### src/hw/rtl/jump_phase_sequencer_top_defines.svh
// Assertion macros used by the top level of the jump phase sequencer RTL.
`ifndef JUMP_PHASE_SEQUENCER_TOP_DEFINES_SVH
`define JUMP_PHASE_SEQUENCER_TOP_DEFINES_SVH

// Same-cycle implication, checked on every clock edge outside reset.
`define JPS_ASSERT_NOW(name, clk, rst_n, ante, cons, msg) \
    name: assert property (@(posedge clk) disable iff (!(rst_n)) (ante) |-> (cons)) \
        else $error(msg);

// Next-cycle implication, checked on every clock edge outside reset.
`define JPS_ASSERT_NEXT(name, clk, rst_n, ante, cons, msg) \
    name: assert property (@(posedge clk) disable iff (!(rst_n)) (ante) |=> (cons)) \
        else $error(msg);

`endif

### src/hw/rtl/jps_pkg.sv
// Types and constants of the jump phase sequencer.
`default_nettype none

package jps_pkg;

    // Jump phases, in the order the sequencer walks through them.
    typedef enum logic [2:0] {
        PH_STAND   = 3'd0,
        PH_CROUCH  = 3'd1,
        PH_TAKEOFF = 3'd2,
        PH_AIR     = 3'd3,
        PH_LANDING = 3'd4,
        PH_RISE    = 3'd5
    } t_phase;

    // Configuration register indexes.
    localparam logic [1:0] CFG_CONFIRM_FRAMES  = 2'd0;
    localparam logic [1:0] CFG_FALLBACK_FRAMES = 2'd1;

    // Configuration reset values.
    localparam logic [2:0] CONFIRM_FRAMES_RST  = 3'd2;
    localparam logic [2:0] FALLBACK_FRAMES_RST = 3'd4;

    // Counter saturation limits.
    localparam logic [3:0] CNT_MAX = 4'd15;
    localparam logic [2:0] FB_MAX  = 3'd7;

    // Input item kinds.
    localparam logic KIND_FRAME   = 1'b0;
    localparam logic KIND_RESTART = 1'b1;

    // Configuration register file contents.
    typedef struct packed {
        logic [2:0] confirm_frames;
        logic [2:0] fallback_frames;
    } t_cfg;

    // One score frame as held in the input register.
    typedef struct packed {
        logic signed [15:0] score_stand;
        logic signed [15:0] score_crouch;
        logic signed [15:0] score_takeoff;
        logic signed [15:0] score_air;
        logic signed [15:0] score_landing;
        logic signed [15:0] score_rise;
        logic        [2:0]  top_class;
    } t_frame;

    // Sequencer state, including the last emitted label.
    typedef struct packed {
        t_phase     phase;
        logic [3:0] confirm_count;
        logic [2:0] fallback_count;
        logic [2:0] label;
    } t_seq_state;

endpackage

`default_nettype wire

### src/hw/rtl/jps_cfg.sv
// Configuration registers of the jump phase sequencer.
`default_nettype none

module jps_cfg (
    input  wire logic          i_clk,
    input  wire logic          i_rst_n,
    input  wire logic          i_cfg_we,
    input  wire logic [1:0]    i_cfg_index,
    input  wire logic [2:0]    i_cfg_wdata,
    output jps_pkg::t_cfg      o_cfg
);
    import jps_pkg::*;

    t_cfg r_cfg;

    // Register writes; indexes beyond the list are ignored.
    always_ff @(posedge i_clk) begin
        if (!i_rst_n) begin
            r_cfg.confirm_frames  <= CONFIRM_FRAMES_RST;
            r_cfg.fallback_frames <= FALLBACK_FRAMES_RST;
        end else if (i_cfg_we) begin
            case (i_cfg_index)
                CFG_CONFIRM_FRAMES:  r_cfg.confirm_frames  <= i_cfg_wdata;
                CFG_FALLBACK_FRAMES: r_cfg.fallback_frames <= i_cfg_wdata;
                default: ;
            endcase
        end
    end

    assign o_cfg = r_cfg;

endmodule

`default_nettype wire

### src/hw/rtl/jps_step.sv
// Next-state logic of the jump phase sequencer for one score frame.
`default_nettype none

module jps_step (
    input  jps_pkg::t_cfg       i_cfg,
    input  jps_pkg::t_frame     i_frame,
    input  jps_pkg::t_seq_state i_state,
    output jps_pkg::t_seq_state o_state
);
    import jps_pkg::*;

    t_phase             nxt_phase;
    logic signed [15:0] s_cur;
    logic signed [15:0] s_nxt;
    logic               cur_gt;
    logic               cur_lt;
    logic [3:0]         cnt_inc;
    logic [3:0]         cnt_inc2;
    logic [2:0]         fb_inc;
    logic               stand_or_rise;

    // Score of the current phase and of the phase that follows it.
    function automatic logic signed [15:0] score_of(input t_frame f, input t_phase p);
        logic signed [15:0] s;
        case (p)
            PH_STAND:   s = f.score_stand;
            PH_CROUCH:  s = f.score_crouch;
            PH_TAKEOFF: s = f.score_takeoff;
            PH_AIR:     s = f.score_air;
            PH_LANDING: s = f.score_landing;
            PH_RISE:    s = f.score_rise;
            default:    s = f.score_stand;
        endcase
        return s;
    endfunction

    assign nxt_phase = (i_state.phase == PH_RISE) ? PH_STAND : t_phase'(i_state.phase + 3'd1);
    assign s_cur     = score_of(i_frame, i_state.phase);
    assign s_nxt     = score_of(i_frame, nxt_phase);
    assign cur_gt    = s_cur > s_nxt;
    assign cur_lt    = s_cur < s_nxt;

    // Saturating counter increments; entering crouch bumps the count twice.
    assign cnt_inc  = (i_state.confirm_count == CNT_MAX) ? CNT_MAX : i_state.confirm_count + 4'd1;
    assign cnt_inc2 = (cnt_inc == CNT_MAX) ? CNT_MAX : cnt_inc + 4'd1;
    assign fb_inc   = (i_state.fallback_count == FB_MAX) ? FB_MAX : i_state.fallback_count + 3'd1;

    assign stand_or_rise = (i_frame.top_class == 3'(PH_STAND))
                        || (i_frame.top_class == 3'(PH_RISE));

    // Phase transition rules.
    always_comb begin
        o_state = i_state;
        case (i_state.phase)
            PH_STAND: begin
                if (cur_gt) begin
                    o_state.label         = 3'(PH_STAND);
                    o_state.confirm_count = 4'd0;
                end else if (cur_lt) begin
                    o_state.label         = 3'(PH_STAND);
                    o_state.confirm_count = cnt_inc;
                    if (cnt_inc >= {1'b0, i_cfg.confirm_frames}) begin
                        o_state.phase         = PH_CROUCH;
                        o_state.label         = 3'(PH_CROUCH);
                        o_state.confirm_count = cnt_inc2;
                    end
                end
            end
            PH_CROUCH: begin
                o_state.label = 3'(PH_CROUCH);
                if (cur_lt) begin
                    o_state.confirm_count  = cnt_inc;
                    o_state.fallback_count = 3'd0;
                    if (cnt_inc >= {1'b0, i_cfg.confirm_frames}) begin
                        o_state.phase         = PH_TAKEOFF;
                        o_state.label         = 3'(PH_TAKEOFF);
                        o_state.confirm_count = 4'd0;
                    end
                end else if (stand_or_rise) begin
                    o_state.fallback_count = fb_inc;
                    o_state.confirm_count  = 4'd0;
                    if (fb_inc >= i_cfg.fallback_frames) begin
                        o_state.phase          = PH_STAND;
                        o_state.label          = 3'(PH_STAND);
                        o_state.fallback_count = 3'd0;
                    end
                end else begin
                    o_state.fallback_count = 3'd0;
                    o_state.confirm_count  = 4'd0;
                end
            end
            PH_TAKEOFF, PH_AIR, PH_LANDING, PH_RISE: begin
                o_state.label = 3'(i_state.phase);
                if (cur_gt) begin
                    o_state.confirm_count = 4'd0;
                end else begin
                    o_state.confirm_count = cnt_inc;
                    if (cnt_inc >= {1'b0, i_cfg.confirm_frames}) begin
                        o_state.phase         = nxt_phase;
                        o_state.label         = 3'(nxt_phase);
                        o_state.confirm_count = 4'd0;
                    end
                end
            end
            default: ;
        endcase
    end

endmodule

`default_nettype wire

### src/hw/rtl/jump_phase_sequencer_top.sv
// Top level of the jump phase sequencer: handshakes, state and result registers.
`default_nettype none
`include "jump_phase_sequencer_top_defines.svh"

// The sequencer takes one item per clock cycle while the input is not stalled. An
// accepted item is held in the input register, then a single pass of next-state
// logic loads the state and result registers, which drive the phase label of a
// score frame at the output. A
// restart item forces the stand phase and produces no result; it is consumed
// even while a result waits at the output. Input stall rises only when the input
// register holds a score frame and the result register is full and stalled.
// Configuration registers may be written only while no item is in flight.
module jump_phase_sequencer_top (
    input  wire logic               i_clk,
    input  wire logic               i_rst_n,
    // Configuration write port
    input  wire logic               i_cfg_we,
    input  wire logic [1:0]         i_cfg_index,
    input  wire logic [2:0]         i_cfg_wdata,
    // Input item channel
    input  wire logic               i_in_valid,
    output logic                    o_in_stall,
    input  wire logic               i_kind,
    input  wire logic signed [15:0] i_score_stand,
    input  wire logic signed [15:0] i_score_crouch,
    input  wire logic signed [15:0] i_score_takeoff,
    input  wire logic signed [15:0] i_score_air,
    input  wire logic signed [15:0] i_score_landing,
    input  wire logic signed [15:0] i_score_rise,
    input  wire logic [2:0]         i_top_class,
    // Result item channel
    output logic                    o_out_valid,
    input  wire logic               i_out_stall,
    output logic [2:0]              o_phase_label
);
    import jps_pkg::*;

    t_cfg       cfg;
    logic       r_in_valid;
    logic       r_in_kind;
    t_frame     r_in_frame;
    t_seq_state r_state;
    t_seq_state n_state;
    logic       r_out_valid;
    logic       in_accept;
    logic       out_free;
    logic       process;

    jps_cfg u_cfg (
        .i_clk       (i_clk),
        .i_rst_n     (i_rst_n),
        .i_cfg_we    (i_cfg_we),
        .i_cfg_index (i_cfg_index),
        .i_cfg_wdata (i_cfg_wdata),
        .o_cfg       (cfg)
    );

    jps_step u_step (
        .i_cfg   (cfg),
        .i_frame (r_in_frame),
        .i_state (r_state),
        .o_state (n_state)
    );

    // Handshake control: a restart never waits for the result register.
    assign out_free   = !r_out_valid || !i_out_stall;
    assign process    = r_in_valid && ((r_in_kind == KIND_RESTART) || out_free);
    assign o_in_stall = r_in_valid && !process;
    assign in_accept  = i_in_valid && !o_in_stall;

    // Input register.
    always_ff @(posedge i_clk) begin
        if (!i_rst_n) begin
            r_in_valid <= 1'b0;
        end else if (in_accept) begin
            r_in_valid <= 1'b1;
        end else if (process) begin
            r_in_valid <= 1'b0;
        end
    end

    always_ff @(posedge i_clk) begin
        if (in_accept) begin
            r_in_kind                <= i_kind;
            r_in_frame.score_stand   <= i_score_stand;
            r_in_frame.score_crouch  <= i_score_crouch;
            r_in_frame.score_takeoff <= i_score_takeoff;
            r_in_frame.score_air     <= i_score_air;
            r_in_frame.score_landing <= i_score_landing;
            r_in_frame.score_rise    <= i_score_rise;
            r_in_frame.top_class     <= i_top_class;
        end
    end

    // Sequencer state; the label field doubles as the result register.
    always_ff @(posedge i_clk) begin
        if (!i_rst_n) begin
            r_state.phase          <= PH_STAND;
            r_state.confirm_count  <= 4'd0;
            r_state.fallback_count <= 3'd0;
            r_state.label          <= 3'(PH_STAND);
        end else if (process) begin
            if (r_in_kind == KIND_RESTART) begin
                r_state.phase <= PH_STAND;
            end else begin
                r_state <= n_state;
            end
        end
    end

    // Result valid flag.
    always_ff @(posedge i_clk) begin
        if (!i_rst_n) begin
            r_out_valid <= 1'b0;
        end else if (process && (r_in_kind == KIND_FRAME)) begin
            r_out_valid <= 1'b1;
        end else if (!i_out_stall) begin
            r_out_valid <= 1'b0;
        end
    end

    assign o_out_valid   = r_out_valid;
    assign o_phase_label = r_state.label;

    // Checks on the sequencing logic.
    `JPS_ASSERT_NOW(a_stall_cause, i_clk, i_rst_n, o_in_stall,
        r_in_valid && (r_in_kind == KIND_FRAME) && r_out_valid && i_out_stall,
        "input stalled without a blocked score frame")
    `JPS_ASSERT_NEXT(a_restart_stand, i_clk, i_rst_n, process && (r_in_kind == KIND_RESTART),
        (r_state.phase == PH_STAND) && $stable(r_state.label),
        "restart did not force the stand phase")
    `JPS_ASSERT_NEXT(a_advance_clears, i_clk, i_rst_n,
        process && (r_in_kind == KIND_FRAME) && (n_state.phase != r_state.phase)
            && (n_state.phase != PH_CROUCH),
        r_state.confirm_count == 4'd0,
        "confirmation count not cleared after a phase change")
    `JPS_ASSERT_NEXT(a_fallback_clears, i_clk, i_rst_n,
        process && (r_in_kind == KIND_FRAME) && (r_state.phase == PH_CROUCH)
            && (n_state.phase == PH_STAND),
        (r_state.fallback_count == 3'd0) && o_out_valid && (o_phase_label == 3'(PH_STAND)),
        "fallback from crouch left stale state")

endmodule

`default_nettype wire
### config.mk
export PLATFORM = sky130hd
export DESIGN_NAME = jump_phase_sequencer_top
export DESIGN_NICKNAME = d
export VERILOG_FILES = /design/src/hw/rtl/jps_pkg.sv /design/src/hw/rtl/jps_cfg.sv /design/src/hw/rtl/jps_step.sv /design/src/hw/rtl/jump_phase_sequencer_top.sv
export VERILOG_INCLUDE_DIRS = /design/src /design/src/hw/rtl
export SDC_FILE = /design/constraint.sdc
export NUM_CORES = 1
export LEC_CHECK = 0
export ABC_AREA = 0
export BUFFER_PORTS_ARGS = -buffer_cell sky130_fd_sc_hd__clkbuf_2
export CORE_ASPECT_RATIO = 0.6
export CORE_UTILIZATION = 50
export CTS_BUF_LIST = sky130_fd_sc_hd__clkbuf_16
export CTS_CLUSTER_DIAMETER = 150
export DETAILED_ROUTE_END_ITERATION = 7
export GPL_TIMING_DRIVEN = 0
export PLACE_DENSITY = 0.73
export SYNTH_ARGS = -nofsm -noshare
export SYNTH_HDL_FRONTEND = slang
export SYNTH_SLANG_ARGS = --single-unit
### constraint.sdc
create_clock -name i_clk -period 9.33 [get_ports i_clk]
set_clock_uncertainty 0.1 [all_clocks]
set_input_delay 1.866 -clock i_clk [delete_from_list [all_inputs] [get_ports i_clk]]
set_output_delay 1.866 -clock i_clk [all_outputs]
set_load 0.01 [all_outputs]
* Word-level counts from Yosys, hierarchy flattened *
Index checks and enable logic that the tools add are counted.

storage, ports and cells
  register bits after elaboration = 121
  output and inout bits = 5

cells by class
  muxes and demuxes = 33
  equal/unequal tests = 25
  $lt $le $gt $ge = 4
  reductions and logical operators = 23
  bitwise logic cells = 1
  add/subtract/negate cells = 4

operator list
  operator               number
  $pmux W16 S5           2
  $mux W3                13
  $mux W7                4
  $pmux W7 S3            1
  $eq A3 B3 Y1 const B   6
  $gt A16 B16 Y1         1
  $lt A16 B16 Y1         1
  $mux W4                4
  $mux W13               1
  $eq A3 B2 Y1 const B   4
  $reduce_and A10 Y1     1
  $ne A3 B2 Y1 const B   3
  $pmux W3 S3            1
  $add A4 B1 Y4 const B  2
  $eq A4 B4 Y1 const B   2
  $ne A4 B2 Y1 const B   2
  $add A3 B1 Y3 const B  2
  $eq A3 B1 Y1 const B   2
  $logic_not A3 Y1       2
  $mux W6                1
  $ne A3 B3 Y1 const B   2
  $mux W1                5
  $ge A4 B3 Y1           1
  $logic_and A1 B1 Y1    4
  other kinds (17)       23

* Depth between registers and ports, before layout *
  depth after elaboration = 9
  gate-level depth with buffers = 22
  depth with buffers taken out = 17

* Modules after synthesis *
Synthesis repeated with hierarchy kept, for this count alone.

second synthesis, totals
  cells, all modules = 602
  area total of the unflattened synthesis = 6563.8 µm²

by module, submodules not included
  module                    cells each  area an instance (µm²)  instances
  jump_phase_sequencer_top  173         3634.7                  1
  jps_step                  403         2663.8                  1
  jps_cfg                   26          265.3                   1

* Worst setup path before layout *
No wires, ideal clock.

  path type = in2reg
  start point = input port i_out_stall
  end point = register r_in_frame[0] (netlist name), enable pin
  setup slack = 2135 ps
  arrival = 6524 ps
  path buffers = 0
  cell stages on the path = 3
  path through = nand2_1 nor2_1 nor2b_1

between the ends
  cells in the longest elaborated chain, start to end = 8

RTL lines
  item                 RTL line                        text
  start, declared      jump_phase_sequencer_top.sv:33  input wire logic i_out_stall,
  $logic_not A1 Y1     n/a
  $logic_or A1 B1 Y1   jump_phase_sequencer_top.sv:66  assign out_free = !r_out_valid || !i_out_stall;
  $logic_or A1 B1 Y1   jump_phase_sequencer_top.sv:67  assign process = r_in_valid && ((r_in_kind == KIND_RESTART) || out_free);
  $logic_and A1 B1 Y1  jump_phase_sequencer_top.sv:67
  $logic_not A1 Y1     jump_phase_sequencer_top.sv:68  assign o_in_stall = r_in_valid && !process;
  $logic_and A1 B1 Y1  jump_phase_sequencer_top.sv:68
  via o_in_stall       jump_phase_sequencer_top.sv:22  output logic o_in_stall,
  $logic_not A1 Y1     jump_phase_sequencer_top.sv:69  assign in_accept = i_in_valid && !o_in_stall;
  $logic_and A1 B1 Y1  jump_phase_sequencer_top.sv:69
  via in_accept        jump_phase_sequencer_top.sv:45  logic in_accept;
  end, declared        jump_phase_sequencer_top.sv:41  t_frame r_in_frame;

The timed path passes the listed nets, and every way through them passes these cells.
A chain may end at the register's enable or synchronous reset.

* Worst setup path after layout *
  start point = register r_state[10] (netlist name)
  end point = register r_state[9] (netlist name)

between the ends
  cells in the longest elaborated chain, start to end = 7
  elaborated cells on any way between the ends = 25
  those cells by class = add/sub: 1; order compare: 2; eq/ne: 11; mux: 7; reduce/logical: 4

RTL lines
  item                                                        RTL line                                        text
  start, declared                                             jump_phase_sequencer_top.sv:42                  t_seq_state r_state;
  start signal, assigned                                      jump_phase_sequencer_top.sv:106                 r_state <= n_state;
  $add A3 B1 Y3 or $eq A3 B3 Y1 (tied branches)               jps_step.sv:37, jps_step.sv:25, jps_step.sv:54
  $mux W3                                                     jps_step.sv:37                                  assign nxt_phase = (i_state.phase == PH_RISE) ? PH_STAND : t_phase'(i_state.phase + 3'd1);
  $eq A3 B3 Y1, or another cell as far along                  jps_step.sv:25                                  case (p)
  $pmux W16 S5                                                jps_step.sv:25
  $lt A16 B16 Y1 or $gt A16 B16 Y1 (tied branches)            jps_step.sv:41, jps_step.sv:40
  $ne A3 B1 Y1 (no line), or another cell as far along        n/a
  $reduce_and A4 Y1 (no line) or $pmux W7 S3 (tied branches)  n/a

Parallel ways exist; a longest one is shown, timed or not.

==> results.rst <==
.. list-table::
   :header-rows: 1

   * - Metric
     - Value
   * - Via count
     - 5328
   * - Headroom to the max-slew limit
     - 30.16%
   * - Post-detailed-routing wire length
     - 16700 um
   * - Met2 wire len
     - 6909 um
   * - Largest net degree at the start of global routing
     - 41
   * - Drt first-iter violations
     - 703
   * - Initial Util
     - 51.48%
   * - Die Wd
     - 145.9 um
   * - Pre-CTS worst setup slack
     - 2505 ps
   * - Worst path slowest cell
     - sky130_fd_sc_hd__buf_1
   * - Nets@finish
     - 829
   * - Largest stage delay on the critical path
     - 650 ps
   * - Number of cells in the finished layout apart from fillers
     - 870
   * - Number of buffer and inverter stages on the critical path
     - 6
   * - Highest routing layer actually used
     - met4
   * - Via-to-Cell Ratio
     - 6.124
   * - Nature of the critical path startpoint
     - flip-flop
   * - Clock latency on the worst-skew pair
     - 420 ps
   * - Cell Area, Synth
     - 6210 um2
   * - Max-cap viol count
     - 0
   * - Mean routed wirelength per cell
     - 19.19 um
   * - Filler cell count in the final layout
     - 978
   * - Distinct cell type count of the synthesized netlist
     - 54
   * - Vias in the first global route
     - 5057
   * - Post-synthesis area per instance
     - 11.15 um2
   * - Clock input transition at the sequential cells of the worst setup and hold paths
     - 60 ps
   * - Min Hold Slack
     - 390.3 ps
   * - Post-route minimum period
     - 7148 ps
   * - Cell area power density
     - 186.4 nW/um2
   * - Number of standard cells after synthesis
     - 557
   * - Count of instances resized after the clock tree is built
     - 0
   * - Total CTS buffers
     - 17
   * - Number of inserted diodes
     - 0
   * - Share of post-route cells with drive strength above 1
     - 22.84%
   * - Most used cell, CP
     - sky130_fd_sc_hd__clkbuf_1
   * - Final design instance area without fill
     - 7674 um2
   * - Clock tree from TritonCTS
     - yes
   * - H-Tree Depth
     - 4
   * - Final weighted congestion of routability-driven global placement
     - 0.9252
   * - Die H
     - 88.33 um
   * - Final setup viols
     - 0
   * - Setup repair after global routing missed its margin
     - false
   * - Count of clock tree sinks
     - 121
   * - Area of the die
     - 12880 um2
   * - Hold buffer count at cts
     - 0
   * - EDFF count, synth
     - 100
   * - Leftover overflow at the end of global routing
     - 0
   * - Std cell rows
     - 31
   * - Sequential area share after synthesis
     - 55.13%
   * - Multi-input gate area in the final layout
     - 2614 um2
   * - Dpl cells
     - 838
   * - Number of antenna violations at the first check in global routing
     - 0
   * - Arrival time reported for the critical path endpoint
     - 7390 ps
   * - Number of buffers on the longest clock path
     - 2
   * - Setup TNS after final layout
     - 0 ps
   * - Boundary pin count
     - 115
   * - Setup bufs post-CTS
     - 0
   * - Final count of pins violating max slew
     - 0
   * - Hold Fails Final Rpt
     - 0
   * - Port Buffer Count
     - 114
   * - Post-synthesis net count
     - 694
   * - Remaining antenna violation count after routing
     - 0
   * - Post-detailed-route DRC marker count
     - 0
   * - Pre-antenna DRT Iters
     - 5
   * - Area post-placement
     - 7034 um2
   * - FF/Latch Area
     - 3423 um2
   * - Register-to-Register Setup Slack
     - 2180 ps
   * - Routed length on met1
     - 7599 um
   * - Total of flip-flops plus latches after synthesis
     - 121
   * - Series of cell instances along the critical path
     - clkbuf_1 > clkbuf_1 > clkbuf_1 > and2_1 > ha_1 > buf_1 > and2_1 > clkbuf_1 > clkbuf_1 > a21oi_1 > o211ai_1 > o21ai_0 > ha_1 > nand4_1 > nor3_2 > o21ai_1 > a21o_1 > a31oi_2 > nand3_1 > or4_1 > a21boi_1
   * - Capturing element type of the critical path
     - flip-flop
   * - Global-route usage over all layers
     - 27.09%
   * - Maximum VDD drop
     - 0.1616 mV
   * - Setup ws final
     - 2182 ps
   * - Crit path max fanout
     - 10
   * - Wire length of the first global-routing pass
     - 26320 um
   * - Static power due to leakage
     - 3.097 nW
   * - Fraction of registers with async set or reset after synthesis
     - 0%
   * - CP required
     - 9570 ps
   * - Core ar.
     - 12060 um2
   * - Met3 wire length
     - 1886 um
   * - Share of the clock period used by the worst path
     - 76.61%
   * - Layout overhead on the synthesized area
     - 23.57%
   * - Critical path class
     - reg -> reg
   * - Run status
     - finished, final reports clean
   * - Clock tree root driver cell
     - sky130_fd_sc_hd__clkbuf_16
   * - Kind of cell adding the most delay to the critical path
     - buffers and inverters
   * - Transition at the pin with the smallest max-transition slack
     - 1040 ps
   * - Number of warnings reported in the yosys synthesis log
     - 0
   * - Maximum clock frequency
     - 139.9 MHz
   * - Kind of path behind the tightest hold check
     - reg -> reg
   * - Post-DP HPWL
     - 12050 um
   * - Main synth FF type
     - sky130_fd_sc_hd__edfxtp_1
[layout make-up]
type	count	share of cell area (%)
Sequential cell	121	44.61
Multi-Input combinational cell	391	34.06
Timing Repair Buffer	116	7.957
Clock buffer	17	5.544
Clock inverter	15	2.788
Tap cell	165	2.690
Buffer	34	1.810
Inverter	11	0.5381
[kinds of logic after synthesis]
group / share of synthesized area (%)
XOR/XNOR: 0.2821
multiplexers: 4.554
flip-flops: 55.13
buffers and inverters: 2.901
adder cells (fa/ha/maj): 5.440
AND/OR/NAND/NOR: 11.75
AO/OA/AOI/OAI: 19.95
[synthesized netlist by cell type, types with 3 or more instances]
library cell	count	share of area (%)
sky130_fd_sc_hd__inv_1	10	0.60
sky130_fd_sc_hd__ha_1	27	5.4
sky130_fd_sc_hd__a32o_1	13	2.1
sky130_fd_sc_hd__nand3_1	11	0.89
sky130_fd_sc_hd__buf_4	3	0.36
sky130_fd_sc_hd__a22oi_1	24	2.9
sky130_fd_sc_hd__clkbuf_1	27	1.6
sky130_fd_sc_hd__buf_1	4	0.24
sky130_fd_sc_hd__nand2_1	34	2.1
sky130_fd_sc_hd__a211o_1	3	0.42
sky130_fd_sc_hd__a21o_1	6	0.73
sky130_fd_sc_hd__o21ai_0	42	3.4
sky130_fd_sc_hd__nor2b_1	12	1.2
sky130_fd_sc_hd__a221oi_1	8	1.1
sky130_fd_sc_hd__mux2i_1	26	4.2
sky130_fd_sc_hd__dfxtp_1	21	6.8
sky130_fd_sc_hd__nand4_1	4	0.40
sky130_fd_sc_hd__o31ai_1	3	0.36
sky130_fd_sc_hd__nor3b_1	3	0.36
sky130_fd_sc_hd__a21oi_1	41	3.3
sky130_fd_sc_hd__nand2b_1	8	0.81
sky130_fd_sc_hd__o211ai_1	17	2.1
sky130_fd_sc_hd__nor2_1	45	2.7
sky130_fd_sc_hd__a31oi_1	16	1.6
sky130_fd_sc_hd__edfxtp_1	100	48
sky130_fd_sc_hd__nor3_1	4	0.32
sky130_fd_sc_hd__nor4_1	8	0.81
sky130_fd_sc_hd__and2_1	7	0.71
[worst reg2reg max path, stage by stage, from the launching register on]
cell and delay (ps):
sky130_fd_sc_hd__dfxtp_1 370, sky130_fd_sc_hd__clkbuf_1 380, sky130_fd_sc_hd__clkbuf_1 510, sky130_fd_sc_hd__clkbuf_1 520, sky130_fd_sc_hd__and2_1 220, sky130_fd_sc_hd__ha_1 170, sky130_fd_sc_hd__buf_1 650, sky130_fd_sc_hd__and2_1 220
sky130_fd_sc_hd__clkbuf_1 330, sky130_fd_sc_hd__clkbuf_1 620, sky130_fd_sc_hd__a21oi_1 170, sky130_fd_sc_hd__o211ai_1 210, sky130_fd_sc_hd__o21ai_0 120, sky130_fd_sc_hd__ha_1 340, sky130_fd_sc_hd__nand4_1 160, sky130_fd_sc_hd__nor3_2 270
sky130_fd_sc_hd__o21ai_1 140, sky130_fd_sc_hd__a21o_1 290, sky130_fd_sc_hd__a31oi_2 340, sky130_fd_sc_hd__nand3_1 240, sky130_fd_sc_hd__or4_1 550, sky130_fd_sc_hd__a21boi_1 140
[stage by stage]
| step | power (mW) | util, % |
|---|---|---|
| final | 1.430 | 63.61 |
| after CTS | 1.437 | 63.61 |
| after detailed placement | 0.7353 | 58.31 |
| after global placement | 0.7326 | 57.92 |
| after floorplan | 0.6907 | - |
| after global routing | 1.476 | 63.61 |
[placed cells by master, fill, tap and decap left out, drive strengths merged, types with 13 or more instances in the layout]
master	n
a31oi	17
inv	16
o21ai	43
ha	27
nor2	45
o211ai	17
a32o	13
dfxtp	21
a22oi	24
a21oi	41
nand2	34
clkbuf	158
mux2i	26
edfxtp	100
[path summary, 6_finish.rpt]
| path | start | endpoint | depth (start not counted) |
|---|---|---|---|
| worst max-delay path | r_state[10]$_SDFFE_PN0P_ | r_state[9]$_SDFFE_PN0P_ | 21 |
| worst min-delay path | o_phase_label[2]$_SDFFE_PN0P_ | o_phase_label[2]$_SDFFE_PN0P_ | 2 |
| worst max register to register | r_state[10]$_SDFFE_PN0P_ | r_state[9]$_SDFFE_PN0P_ | 21 |
| worst min register to register | o_phase_label[2]$_SDFFE_PN0P_ | o_phase_label[2]$_SDFFE_PN0P_ | 2 |
[report_power, final]
part | switching (mW) | internal [mW]
clock network | 0.251 | 0.453
registers | 0.0180 | 0.617
logic | 0.0490 | 0.0429
[per-layer routing]
layer | GRT usage [%] | up-vias
li1 | - | 2446
met1 | 38.76 | 2479
met2 | 39.76 | 360
met3 | 7.474 | 43
met4 | 9.282 | 0
met5 | 0 | -
[flip-flops by register name (all words and copies together), names as in the netlist]
signal,cells
r_in_kind,1
u_cfg.o_cfg,6
r_state,10
o_phase_label,3
r_in_valid,1
o_out_valid,1
r_in_frame,99
Power figures use the tool's default switching activity.
